File: config.mk
export PLATFORM = sky130hd
export DESIGN_NAME = stream_find_and_replace_flat
export DESIGN_NICKNAME = d
export VERILOG_FILES = /design/src/rtl/sfr_pkg.sv /design/src/rtl/sfr_in_if.sv /design/src/rtl/sfr_out_if.sv /design/src/rtl/sfr_cfg_if.sv /design/src/rtl/sfr_win_cell.sv /design/src/rtl/sfr_out_cell.sv /design/src/rtl/stream_find_and_replace.sv /design/src/flat_wrapper.sv
export SDC_FILE = /design/constraint.sdc
export NUM_CORES = 1
export LEC_CHECK = 0
export BUFFER_PORTS_ARGS = -buffer_cell sky130_fd_sc_hd__buf_2
export CAP_MARGIN = 25
export CORE_ASPECT_RATIO = 1.1
export CORE_MARGIN = 2
export CORE_UTILIZATION = 66
export CTS_BUF_LIST = sky130_fd_sc_hd__clkbuf_16
export DETAILED_ROUTE_END_ITERATION = 16
export PLACE_DENSITY_LB_ADDON = 0.3
export SYNTH_ARGS = -nofsm -noshare
export SYNTH_HDL_FRONTEND = slang
export SYNTH_SLANG_ARGS = --single-unit
File: constraint.sdc
create_clock -name clk -period 15.45 [get_ports clk]
set_input_delay 0 -clock clk [delete_from_list [all_inputs] [get_ports clk]]
set_output_delay 0 -clock clk [all_outputs]
set_load 0.02 [all_outputs]
File: src/rtl/sfr_pkg.sv
// ----------------------------------------------------------------------------
// sfr_pkg
// shared constants and types for the stream find-and-replace block
// ----------------------------------------------------------------------------
package sfr_pkg;

    localparam int PATTERN_MAX_DEF = 8;
    localparam int REPLACE_MAX_DEF = 8;

    localparam int BYTE_W     = 8;
    localparam int LEN_W      = 4;
    localparam int CFG_IDX_W  = 3;
    localparam int CFG_DATA_W = 64;

    // configuration register indexes
    localparam logic [CFG_IDX_W-1:0] CFG_PATTERN_BYTES      = 3'd0;
    localparam logic [CFG_IDX_W-1:0] CFG_PATTERN_LENGTH     = 3'd1;
    localparam logic [CFG_IDX_W-1:0] CFG_REPLACEMENT_BYTES  = 3'd2;
    localparam logic [CFG_IDX_W-1:0] CFG_REPLACEMENT_LENGTH = 3'd3;
    localparam logic [CFG_IDX_W-1:0] CFG_REPLACE_ALL        = 3'd4;

    // window row control, common to all cells
    typedef struct packed {
        logic load;
        logic shift;
    } win_ctrl_t;

endpackage

File: src/rtl/sfr_in_if.sv
// ----------------------------------------------------------------------------
// sfr_in_if
// input item channel: one text byte, an end marker or both per item
// ----------------------------------------------------------------------------
interface sfr_in_if;
    import sfr_pkg::*;

    logic              valid;
    logic              ready;
    logic [BYTE_W-1:0] in_byte;
    logic              in_byte_valid;
    logic              in_end;

    modport source (output valid, output in_byte, output in_byte_valid, output in_end,
                    input ready);
    modport sink   (input valid, input in_byte, input in_byte_valid, input in_end,
                    output ready);
endinterface

File: src/rtl/sfr_out_if.sv
// ----------------------------------------------------------------------------
// sfr_out_if
// result item channel: one output byte, an end marker or both per item
// ----------------------------------------------------------------------------
interface sfr_out_if;
    import sfr_pkg::*;

    logic              valid;
    logic              ready;
    logic [BYTE_W-1:0] out_byte;
    logic              out_byte_valid;
    logic              out_end;
    logic              run_last;

    modport source (output valid, output out_byte, output out_byte_valid, output out_end,
                    output run_last, input ready);
    modport sink   (input valid, input out_byte, input out_byte_valid, input out_end,
                    input run_last, output ready);
endinterface

File: src/rtl/sfr_cfg_if.sv
// ----------------------------------------------------------------------------
// sfr_cfg_if
// configuration write channel: register index and write data
// ----------------------------------------------------------------------------
interface sfr_cfg_if;
    import sfr_pkg::*;

    logic                  valid;
    logic                  ready;
    logic [CFG_IDX_W-1:0]  index;
    logic [CFG_DATA_W-1:0] data;

    modport source (output valid, output index, output data, input ready);
    modport sink   (input valid, input index, input data, output ready);
endinterface

File: src/rtl/sfr_win_cell.sv
// ----------------------------------------------------------------------------
// sfr_win_cell
// one window position: holds a pending byte, merges the incoming byte and
// compares against its pattern byte
// ----------------------------------------------------------------------------
module sfr_win_cell #(
    parameter int IDX  = 0,
    parameter int WC_W = 4
) (
    input  logic                      clk,
    input  sfr_pkg::win_ctrl_t        ctrl,
    input  logic [WC_W-1:0]           wc,
    input  logic [sfr_pkg::BYTE_W-1:0] in_byte,
    input  logic [sfr_pkg::BYTE_W-1:0] pat_byte,
    input  logic [sfr_pkg::BYTE_W-1:0] nbr_cur,
    output logic [sfr_pkg::BYTE_W-1:0] cur,
    output logic                      eq
);
    import sfr_pkg::*;

    logic [BYTE_W-1:0] byte_reg;
    logic [BYTE_W-1:0] byte_next;

    // window contents with the new byte appended
    assign cur = (WC_W'(IDX) < wc) ? byte_reg : in_byte;
    assign eq  = (cur == pat_byte);

    always_comb
    begin
        byte_next = byte_reg;
        if (ctrl.shift)
        begin
            byte_next = nbr_cur;
        end
        else if (ctrl.load)
        begin
            byte_next = cur;
        end
    end

    always_ff @(posedge clk)
    begin
        byte_reg <= byte_next;
    end

endmodule

File: src/rtl/sfr_out_cell.sv
// ----------------------------------------------------------------------------
// sfr_out_cell
// one slot of the result burst: loads a result byte and shifts toward the
// output port
// ----------------------------------------------------------------------------
module sfr_out_cell (
    input  logic                       clk,
    input  logic                       load,
    input  logic                       shift,
    input  logic [sfr_pkg::BYTE_W-1:0] load_byte,
    input  logic [sfr_pkg::BYTE_W-1:0] nbr_byte,
    output logic [sfr_pkg::BYTE_W-1:0] cur
);
    import sfr_pkg::*;

    logic [BYTE_W-1:0] byte_reg;
    logic [BYTE_W-1:0] byte_next;

    assign cur = byte_reg;

    always_comb
    begin
        byte_next = byte_reg;
        if (load)
        begin
            byte_next = load_byte;
        end
        else if (shift)
        begin
            byte_next = nbr_byte;
        end
    end

    always_ff @(posedge clk)
    begin
        byte_reg <= byte_next;
    end

endmodule

File: src/rtl/stream_find_and_replace.sv
// ----------------------------------------------------------------------------
// stream_find_and_replace
// scans a byte stream for a pattern and substitutes a replacement string
// ----------------------------------------------------------------------------
// Bytes enter one per item into a row of window cells, each comparing its
// byte with one pattern byte. Every accepted item loads its results (released
// byte, replacement string, flushed tail or bare end marker) into a row of
// output cells that shifts one result out per cycle while dst is ready, so
// plain text streams at one byte per clock unless the output stalls; an item
// with several results holds the output row until the last is taken, and the
// next item is accepted in the cycle its last result is taken.
// The configuration port is always ready; write it only while the block is
// idle. Writing pattern_length discards any pending window bytes.
module stream_find_and_replace #(
    parameter int PATTERN_MAX = sfr_pkg::PATTERN_MAX_DEF,
    parameter int REPLACE_MAX = sfr_pkg::REPLACE_MAX_DEF
) (
    input  logic      clk,
    input  logic      rst_n,
    sfr_cfg_if.sink   cfg,
    sfr_in_if.sink    src,
    sfr_out_if.source dst
);
    import sfr_pkg::*;

    localparam int BURST_MAX = (PATTERN_MAX > REPLACE_MAX) ? PATTERN_MAX : REPLACE_MAX;
    localparam int WC_W      = $clog2(PATTERN_MAX + 1);
    localparam int RC_W      = $clog2(REPLACE_MAX + 1);
    localparam int BC_W      = $clog2(BURST_MAX + 1);

    // configuration
    logic [CFG_DATA_W-1:0] pattern_bytes_reg;
    logic [LEN_W-1:0]      pattern_length_reg;
    logic [CFG_DATA_W-1:0] replacement_bytes_reg;
    logic [LEN_W-1:0]      replacement_length_reg;
    logic                  replace_all_reg;

    // control state
    logic [WC_W-1:0] wc_reg;
    logic [WC_W-1:0] wc_next;
    logic            replaced_reg;
    logic            replaced_next;
    logic [BC_W-1:0] cnt_reg;
    logic [BC_W-1:0] cnt_next;
    logic            end_reg;
    logic            end_next;
    logic            bare_reg;
    logic            bare_next;

    logic              cfg_wr;
    logic              accept;
    logic              pop;
    logic [WC_W-1:0]   plen;
    logic [RC_W-1:0]   rlen;
    logic              active;
    logic [WC_W-1:0]   nc;
    logic              full;
    logic              match_all;
    logic              hit;
    logic [BC_W-1:0]   run_len;
    logic              bare;
    win_ctrl_t         win_ctrl;

    logic [BYTE_W-1:0] win_cur [PATTERN_MAX];
    logic [BYTE_W-1:0] win_nbr [PATTERN_MAX];
    logic              win_eq  [PATTERN_MAX];
    logic [BYTE_W-1:0] slot    [BURST_MAX];
    logic [BYTE_W-1:0] out_cur [BURST_MAX];
    logic [BYTE_W-1:0] out_nbr [BURST_MAX];

    assign cfg.ready = 1'b1;
    assign cfg_wr    = cfg.valid && cfg.ready;
    assign accept    = src.valid && src.ready;
    assign pop       = dst.valid && dst.ready;

    assign src.ready = (cnt_reg == '0) || ((cnt_reg == BC_W'(1)) && dst.ready);

    assign plen = (pattern_length_reg > LEN_W'(PATTERN_MAX)) ? WC_W'(PATTERN_MAX)
                                                             : WC_W'(pattern_length_reg);
    assign rlen = (replacement_length_reg > LEN_W'(REPLACE_MAX)) ? RC_W'(REPLACE_MAX)
                                                                 : RC_W'(replacement_length_reg);
    assign active = (plen != '0) && !(!replace_all_reg && replaced_reg);
    assign nc     = wc_reg + WC_W'(src.in_byte_valid);
    assign full   = active && src.in_byte_valid && (nc == plen);

    always_comb
    begin
        match_all = 1'b1;
        for (int k = 0; k < PATTERN_MAX; k++)
        begin
            if ((WC_W'(k) < plen) && !win_eq[k])
            begin
                match_all = 1'b0;
            end
        end
    end

    assign hit = full && match_all;

    // number of results for the item
    always_comb
    begin
        if (!active)
        begin
            run_len = BC_W'(nc);
        end
        else if (hit)
        begin
            run_len = BC_W'(rlen);
        end
        else if (full)
        begin
            run_len = src.in_end ? BC_W'(nc) : BC_W'(1);
        end
        else
        begin
            run_len = src.in_end ? BC_W'(nc) : '0;
        end
        bare = src.in_end && (run_len == '0);
        if (bare)
        begin
            run_len = BC_W'(1);
        end
    end

    assign win_ctrl.load  = accept && active && src.in_byte_valid && !src.in_end && !full;
    assign win_ctrl.shift = accept && full && !hit && !src.in_end;

    // window row
    for (genvar k = 0; k < PATTERN_MAX; k++)
    begin : g_win
        if (k + 1 < PATTERN_MAX)
        begin : g_nbr
            assign win_nbr[k] = win_cur[k+1];
        end
        else
        begin : g_last
            assign win_nbr[k] = win_cur[k];
        end

        sfr_win_cell #(
            .IDX  (k),
            .WC_W (WC_W)
        ) u_cell (
            .clk      (clk),
            .ctrl     (win_ctrl),
            .wc       (wc_reg),
            .in_byte  (src.in_byte),
            .pat_byte (pattern_bytes_reg[BYTE_W*k +: BYTE_W]),
            .nbr_cur  (win_nbr[k]),
            .cur      (win_cur[k]),
            .eq       (win_eq[k])
        );
    end

    // result burst row
    for (genvar j = 0; j < BURST_MAX; j++)
    begin : g_out
        logic [BYTE_W-1:0] rep_b;
        logic [BYTE_W-1:0] win_b;

        if (j < REPLACE_MAX)
        begin : g_rep
            assign rep_b = replacement_bytes_reg[BYTE_W*j +: BYTE_W];
        end
        else
        begin : g_norep
            assign rep_b = '0;
        end

        if (j < PATTERN_MAX)
        begin : g_wb
            assign win_b = win_cur[j];
        end
        else
        begin : g_nowb
            assign win_b = '0;
        end

        assign slot[j] = bare ? '0 : (hit ? rep_b : win_b);

        if (j + 1 < BURST_MAX)
        begin : g_nbr
            assign out_nbr[j] = out_cur[j+1];
        end
        else
        begin : g_last
            assign out_nbr[j] = '0;
        end

        sfr_out_cell u_cell (
            .clk       (clk),
            .load      (accept),
            .shift     (pop),
            .load_byte (slot[j]),
            .nbr_byte  (out_nbr[j]),
            .cur       (out_cur[j])
        );
    end

    assign dst.valid          = (cnt_reg != '0);
    assign dst.out_byte       = out_cur[0];
    assign dst.out_byte_valid = !bare_reg;
    assign dst.run_last       = (cnt_reg == BC_W'(1));
    assign dst.out_end        = end_reg && (cnt_reg == BC_W'(1));

    always_comb
    begin
        wc_next       = wc_reg;
        replaced_next = replaced_reg;
        cnt_next      = cnt_reg;
        end_next      = end_reg;
        bare_next     = bare_reg;

        if (accept)
        begin
            cnt_next  = run_len;
            end_next  = src.in_end;
            bare_next = bare;
            if (!active || src.in_end || hit)
            begin
                wc_next = '0;
            end
            else if (full)
            begin
                wc_next = nc - WC_W'(1);
            end
            else
            begin
                wc_next = nc;
            end
            if (src.in_end)
            begin
                replaced_next = 1'b0;
            end
            else if (hit && !replace_all_reg)
            begin
                replaced_next = 1'b1;
            end
        end
        else if (pop)
        begin
            cnt_next = cnt_reg - BC_W'(1);
        end

        if (cfg_wr && (cfg.index == CFG_PATTERN_LENGTH))
        begin
            wc_next = '0;
        end
    end

    always_ff @(posedge clk or negedge rst_n)
    begin
        if (!rst_n)
        begin
            pattern_bytes_reg      <= '0;
            pattern_length_reg     <= '0;
            replacement_bytes_reg  <= '0;
            replacement_length_reg <= '0;
            replace_all_reg        <= 1'b1;
            wc_reg                 <= '0;
            replaced_reg           <= 1'b0;
            cnt_reg                <= '0;
            end_reg                <= 1'b0;
            bare_reg               <= 1'b0;
        end
        else
        begin
            wc_reg       <= wc_next;
            replaced_reg <= replaced_next;
            cnt_reg      <= cnt_next;
            end_reg      <= end_next;
            bare_reg     <= bare_next;
            if (cfg_wr)
            begin
                case (cfg.index)
                    CFG_PATTERN_BYTES:      pattern_bytes_reg      <= cfg.data;
                    CFG_PATTERN_LENGTH:     pattern_length_reg     <= cfg.data[LEN_W-1:0];
                    CFG_REPLACEMENT_BYTES:  replacement_bytes_reg  <= cfg.data;
                    CFG_REPLACEMENT_LENGTH: replacement_length_reg <= cfg.data[LEN_W-1:0];
                    CFG_REPLACE_ALL:        replace_all_reg        <= cfg.data[0];
                    default:                ;
                endcase
            end
        end
    end

    // pending window is always shorter than the pattern while matching
    a_win_short: assert property (@(posedge clk) disable iff (!rst_n)
        active |-> (wc_reg < plen))
        else $error("window holds a full pattern between items");

    // burst never exceeds its row
    a_cnt_range: assert property (@(posedge clk) disable iff (!rst_n)
        cnt_reg <= BC_W'(BURST_MAX))
        else $error("result count beyond burst depth");

    // a bare marker only ever closes a string
    a_bare_end: assert property (@(posedge clk) disable iff (!rst_n)
        (dst.valid && !dst.out_byte_valid) |-> (dst.out_end && dst.run_last))
        else $error("bare marker without end");

    // end of string is always the last result of its item
    a_end_last: assert property (@(posedge clk) disable iff (!rst_n)
        (dst.valid && dst.out_end) |-> dst.run_last)
        else $error("end marker not last of run");

    // an accepted item loads its result count into the burst counter
    a_accept_empty: assert property (@(posedge clk) disable iff (!rst_n)
        accept |=> (cnt_reg == $past(run_len)))
        else $error("burst count not loaded on accept");

endmodule
File: src/flat_wrapper.sv
// flat-port wrapper written by rule: the top's interface ports become plain ports
module stream_find_and_replace_flat import sfr_pkg::*;
#(
    parameter int PATTERN_MAX = sfr_pkg::PATTERN_MAX_DEF,
    parameter int REPLACE_MAX = sfr_pkg::REPLACE_MAX_DEF
)
  (clk, rst_n, cfg_valid, cfg_index, cfg_data, cfg_ready, src_valid, src_in_byte, src_in_byte_valid, src_in_end, src_ready, dst_valid, dst_out_byte, dst_out_byte_valid, dst_out_end, dst_run_last, dst_ready);
  sfr_cfg_if cfg_i ();
  sfr_in_if src_i ();
  sfr_out_if dst_i ();
  input  logic clk;
  input  logic rst_n;
  input wire logic [$bits(cfg_i.valid)-1:0] cfg_valid;
  input wire logic [$bits(cfg_i.index)-1:0] cfg_index;
  input wire logic [$bits(cfg_i.data)-1:0] cfg_data;
  output wire logic [$bits(cfg_i.ready)-1:0] cfg_ready;
  input wire logic [$bits(src_i.valid)-1:0] src_valid;
  input wire logic [$bits(src_i.in_byte)-1:0] src_in_byte;
  input wire logic [$bits(src_i.in_byte_valid)-1:0] src_in_byte_valid;
  input wire logic [$bits(src_i.in_end)-1:0] src_in_end;
  output wire logic [$bits(src_i.ready)-1:0] src_ready;
  output wire logic [$bits(dst_i.valid)-1:0] dst_valid;
  output wire logic [$bits(dst_i.out_byte)-1:0] dst_out_byte;
  output wire logic [$bits(dst_i.out_byte_valid)-1:0] dst_out_byte_valid;
  output wire logic [$bits(dst_i.out_end)-1:0] dst_out_end;
  output wire logic [$bits(dst_i.run_last)-1:0] dst_run_last;
  input wire logic [$bits(dst_i.ready)-1:0] dst_ready;
  assign cfg_i.valid = cfg_valid;
  assign cfg_i.index = cfg_index;
  assign cfg_i.data = cfg_data;
  assign cfg_ready = cfg_i.ready;
  assign src_i.valid = src_valid;
  assign src_i.in_byte = src_in_byte;
  assign src_i.in_byte_valid = src_in_byte_valid;
  assign src_i.in_end = src_in_end;
  assign src_ready = src_i.ready;
  assign dst_valid = dst_i.valid;
  assign dst_out_byte = dst_i.out_byte;
  assign dst_out_byte_valid = dst_i.out_byte_valid;
  assign dst_out_end = dst_i.out_end;
  assign dst_run_last = dst_i.run_last;
  assign dst_i.ready = dst_ready;
  stream_find_and_replace #(.PATTERN_MAX(PATTERN_MAX), .REPLACE_MAX(REPLACE_MAX)) u_core (.clk(clk), .rst_n(rst_n), .cfg(cfg_i), .src(src_i), .dst(dst_i));
endmodule
==> results.cfg <==
[outcome]
status = finished clean

[floorplanning]
start_util = 0.6672
dieArea_um2 = 23340
io_pins = 96
rows = 57
die_w_um = 145.9
fp.dieH_um = 160.0
core_area_um2 = 21890

[yosys]
syn_nets = 1290
yosysSeqAreaShare = 0.5167
synth_edf_count = 128
ys_types = 69
synthesis.area_um2 = 14610
yosys_register_bits = 276
postSynthCellCount = 1203
syn_area_per_cell_um2 = 12.14
synth_flop_cell = dfrtp_1
async_flop_share = 0.5362
synth_warnings = 0

[pwr]
power.total_mw = 2.456
ir_drop_mv = 0.09530
pwr_density_cell_nw_per_um2 = 145.5
cellLeakagePower_nw = 6.737

[placed_design]
dp_slack_ns = 10.17
port_buffers = 94
dp_hpwl_um = 25590
gp_congestion = 0.9327

[clock_network]
cts.sinks = 276
clockBufferDepth = 3
numCtsBuffers = 29
h-tree-depth = 1
tritoncts = yes
cts.clk_slew.worst_paths_ns = 0.07
cts_resized = 0
clk_latency_ns = 0.55
root_buffer = clkbuf_16

[setup_path]
r2r-end = u_core.g_out[7].u_cell.cur[4]
cp_data_arrival_time_ns = 5.72
path_delay_family = compound AO/OA/AOI/OAI gates
crit_path_end = u_core.g_out[7].u_cell.cur[4]
crit_buf_inv = 1
cp_slowest_stage_delay_ns = 0.95
crit_cells = 9
rrSetupSlack_ns = 9.97
cp.required_ns = 15.69
crit_path_cell_trace = a211oi_2 > mux2i_1 > a222oi_1 > o221a_2 > and4_1 > buf_4 > a21oi_1 > nor3_1 > a211oi_1
reg2reg_depth = 9
crit_path_start = u_core.wc_reg[2]
crit_type = reg -> reg
crit_path_end_kind = flop
rr_startpoint = u_core.wc_reg[2]
crit_path_start_kind = flop
crit_fanout = 28
crit_slowest_cell = a211oi_2

[min_path]
hold_class = in -> reg

[global_route]
grt_pass1_vias = 11000
grt-busiest-layer = met2
grt_first_pass_wirelength_um = 63760
use_met3 = 0.04286
grt_use_met2 = 0.5918
grt_use_met1 = 0.4582
grt_max_degree = 76
antenna_found_initial = 0
groute.usage.overall = 0.3497
grt-ovfl-total = 0

[sta]
fin_crit_sh = 0.3548
fmax_mhz = 182.4
worstMarginPinSlew_ns = 1.119
finalClockSkew_ns = 0.01917
drv_slew = 0
whs_ns = 0.02272
layout_min_cycle_time_ns = 5.482
setup_viol = 0
fin_ws_ns = 9.968
rsz0062_at_grt = no
hold_viol = 0
relSlewSlack = 0.2482
finalSetupTns_ns = 0

[routing]
routedWlPerCell_um = 24.97
via_count = 11020
route.detailed.drc = 0
postRouteAntennaNets = 0
drtIter0Drc = 1190
drt_first_pass_iters = 6
wirelength_um = 41000
drt-vias-per-instance = 6.709

[finish]
final_cell_mix = dfrtp_1, mux2_2, edfxtp_1
fin_nets = 1412
final_common_cell = dfrtp_1
drive_above_1_share = 0.2606
n_antenna_cell = 0
syn_to_final_growth_pct = 15.52

[run]
max-cap-violations = 0
kinds of logic after synthesis:
group	share of synthesized area
compound gates	0.1499
flops	0.5167
simple gates	0.06012
buf+inv	0.04188
other cells	0.0002567
fa+ha+maj	0.004282
xor+xnor	0.04616
mux	0.1807
stage by stage:
| step | util | cells | area [µm²] |
|---|---|---|---|
| 2_1_floorplan | - | 1203 | 14610 |
| 6_report | 0.7708 | 1642 | 16880 |
| 5_1_grt | 0.7708 | 1642 | 16880 |
| 3_3_place_gp | 0.6934 | 1515 | 15180 |
| 4_1_cts | 0.7704 | 1641 | 16870 |
| 3_5_place_dp | 0.6943 | 1516 | 15200 |
per-layer routing:
metal,part of all wire,routed length (µm)
met1,0.37,15320
met2,0.50,20340
met3,0.084,3441
met4,0.046,1901
met5,0,0
worst reg2reg max path: cells and delay by family, from the launching register on:
family | cells | cell delay (ns)
compound gates | 5 | 2.25
mux | 1 | 0.39
flops | 1 | 0.65
simple gates | 2 | 1.43
buf+inv | 1 | 0.46
cells in the mapped netlist, drive strengths merged (2+ instances only):
cell type    n  area, µm²
nor4        13      111.4
dfrtp      147       3679
o21ai       69      345.3
edfxtp     128       3844
nor2        76      287.8
o21a         3      22.52
a21o         3      22.52
nand2b       7      43.79
o22a         6      52.55
or3          2      12.51
nor3         9      50.05
and3         4      25.02
o41ai        2      17.52
a221oi      60      775.8
nand4        8      65.06
xor2        38      332.8
and2         7      43.79
buf         48      292.8
nand2       20      75.07
nand3       14      70.07
a22o         5      43.79
a31o         2      17.52
mux2i      115       1176
xnor2       39      341.6
mux2       130       1464
inv         38      142.6
clkbuf      47      176.4
o221ai       2      17.52
o22ai       16      100.1
or4          2      15.01
a21oi       92      464.2
o221a        2      22.52
a211oi      13      102.6
a31oi        9      71.32
o31ai        2      15.01
ha           5      62.56
nor4b        2      32.53
report_power, final:
part           internal, mW  switching (mW)  total (mW)
Sequential            0.969           0.128        1.10
Clock                 0.397           0.297       0.694
Combinational         0.277           0.388       0.664
Total                  1.64           0.813        2.46
what timing repair did:
| item | CTS | global route |
|---|---|---|
| buffers inserted | 0 | 0 |
| hold buffers | 72 | 0 |
| hold endpoints to repair | 215 | 0 |
how the worst min path moves through the flow:
stage	from	cells past startpoint	end
final	src_in_byte_valid	4	u_core.wc_reg[0]
after global routing	src_in_byte_valid	4	u_core.wc_reg[0]
after CTS	src_in_byte_valid	4	u_core.wc_reg[0]
after detailed placement	rst_n	1	u_core.replacement_bytes_reg[20]
after global placement	rst_n	1	u_core.pattern_bytes_reg[22]
after floorplan	rst_n	0	u_core.bare_reg
layout make-up:
class,instances,area (µm²)
multi-input combinational,794,6510
tap,295,369.1
inverter,38,142.6
sequential,276,7548
fill,1376,5019
clock buffer,33,825.8
timing repair buffer,186,1360
clock inverter,20,120.1
(Power assumes the default switching activity.)
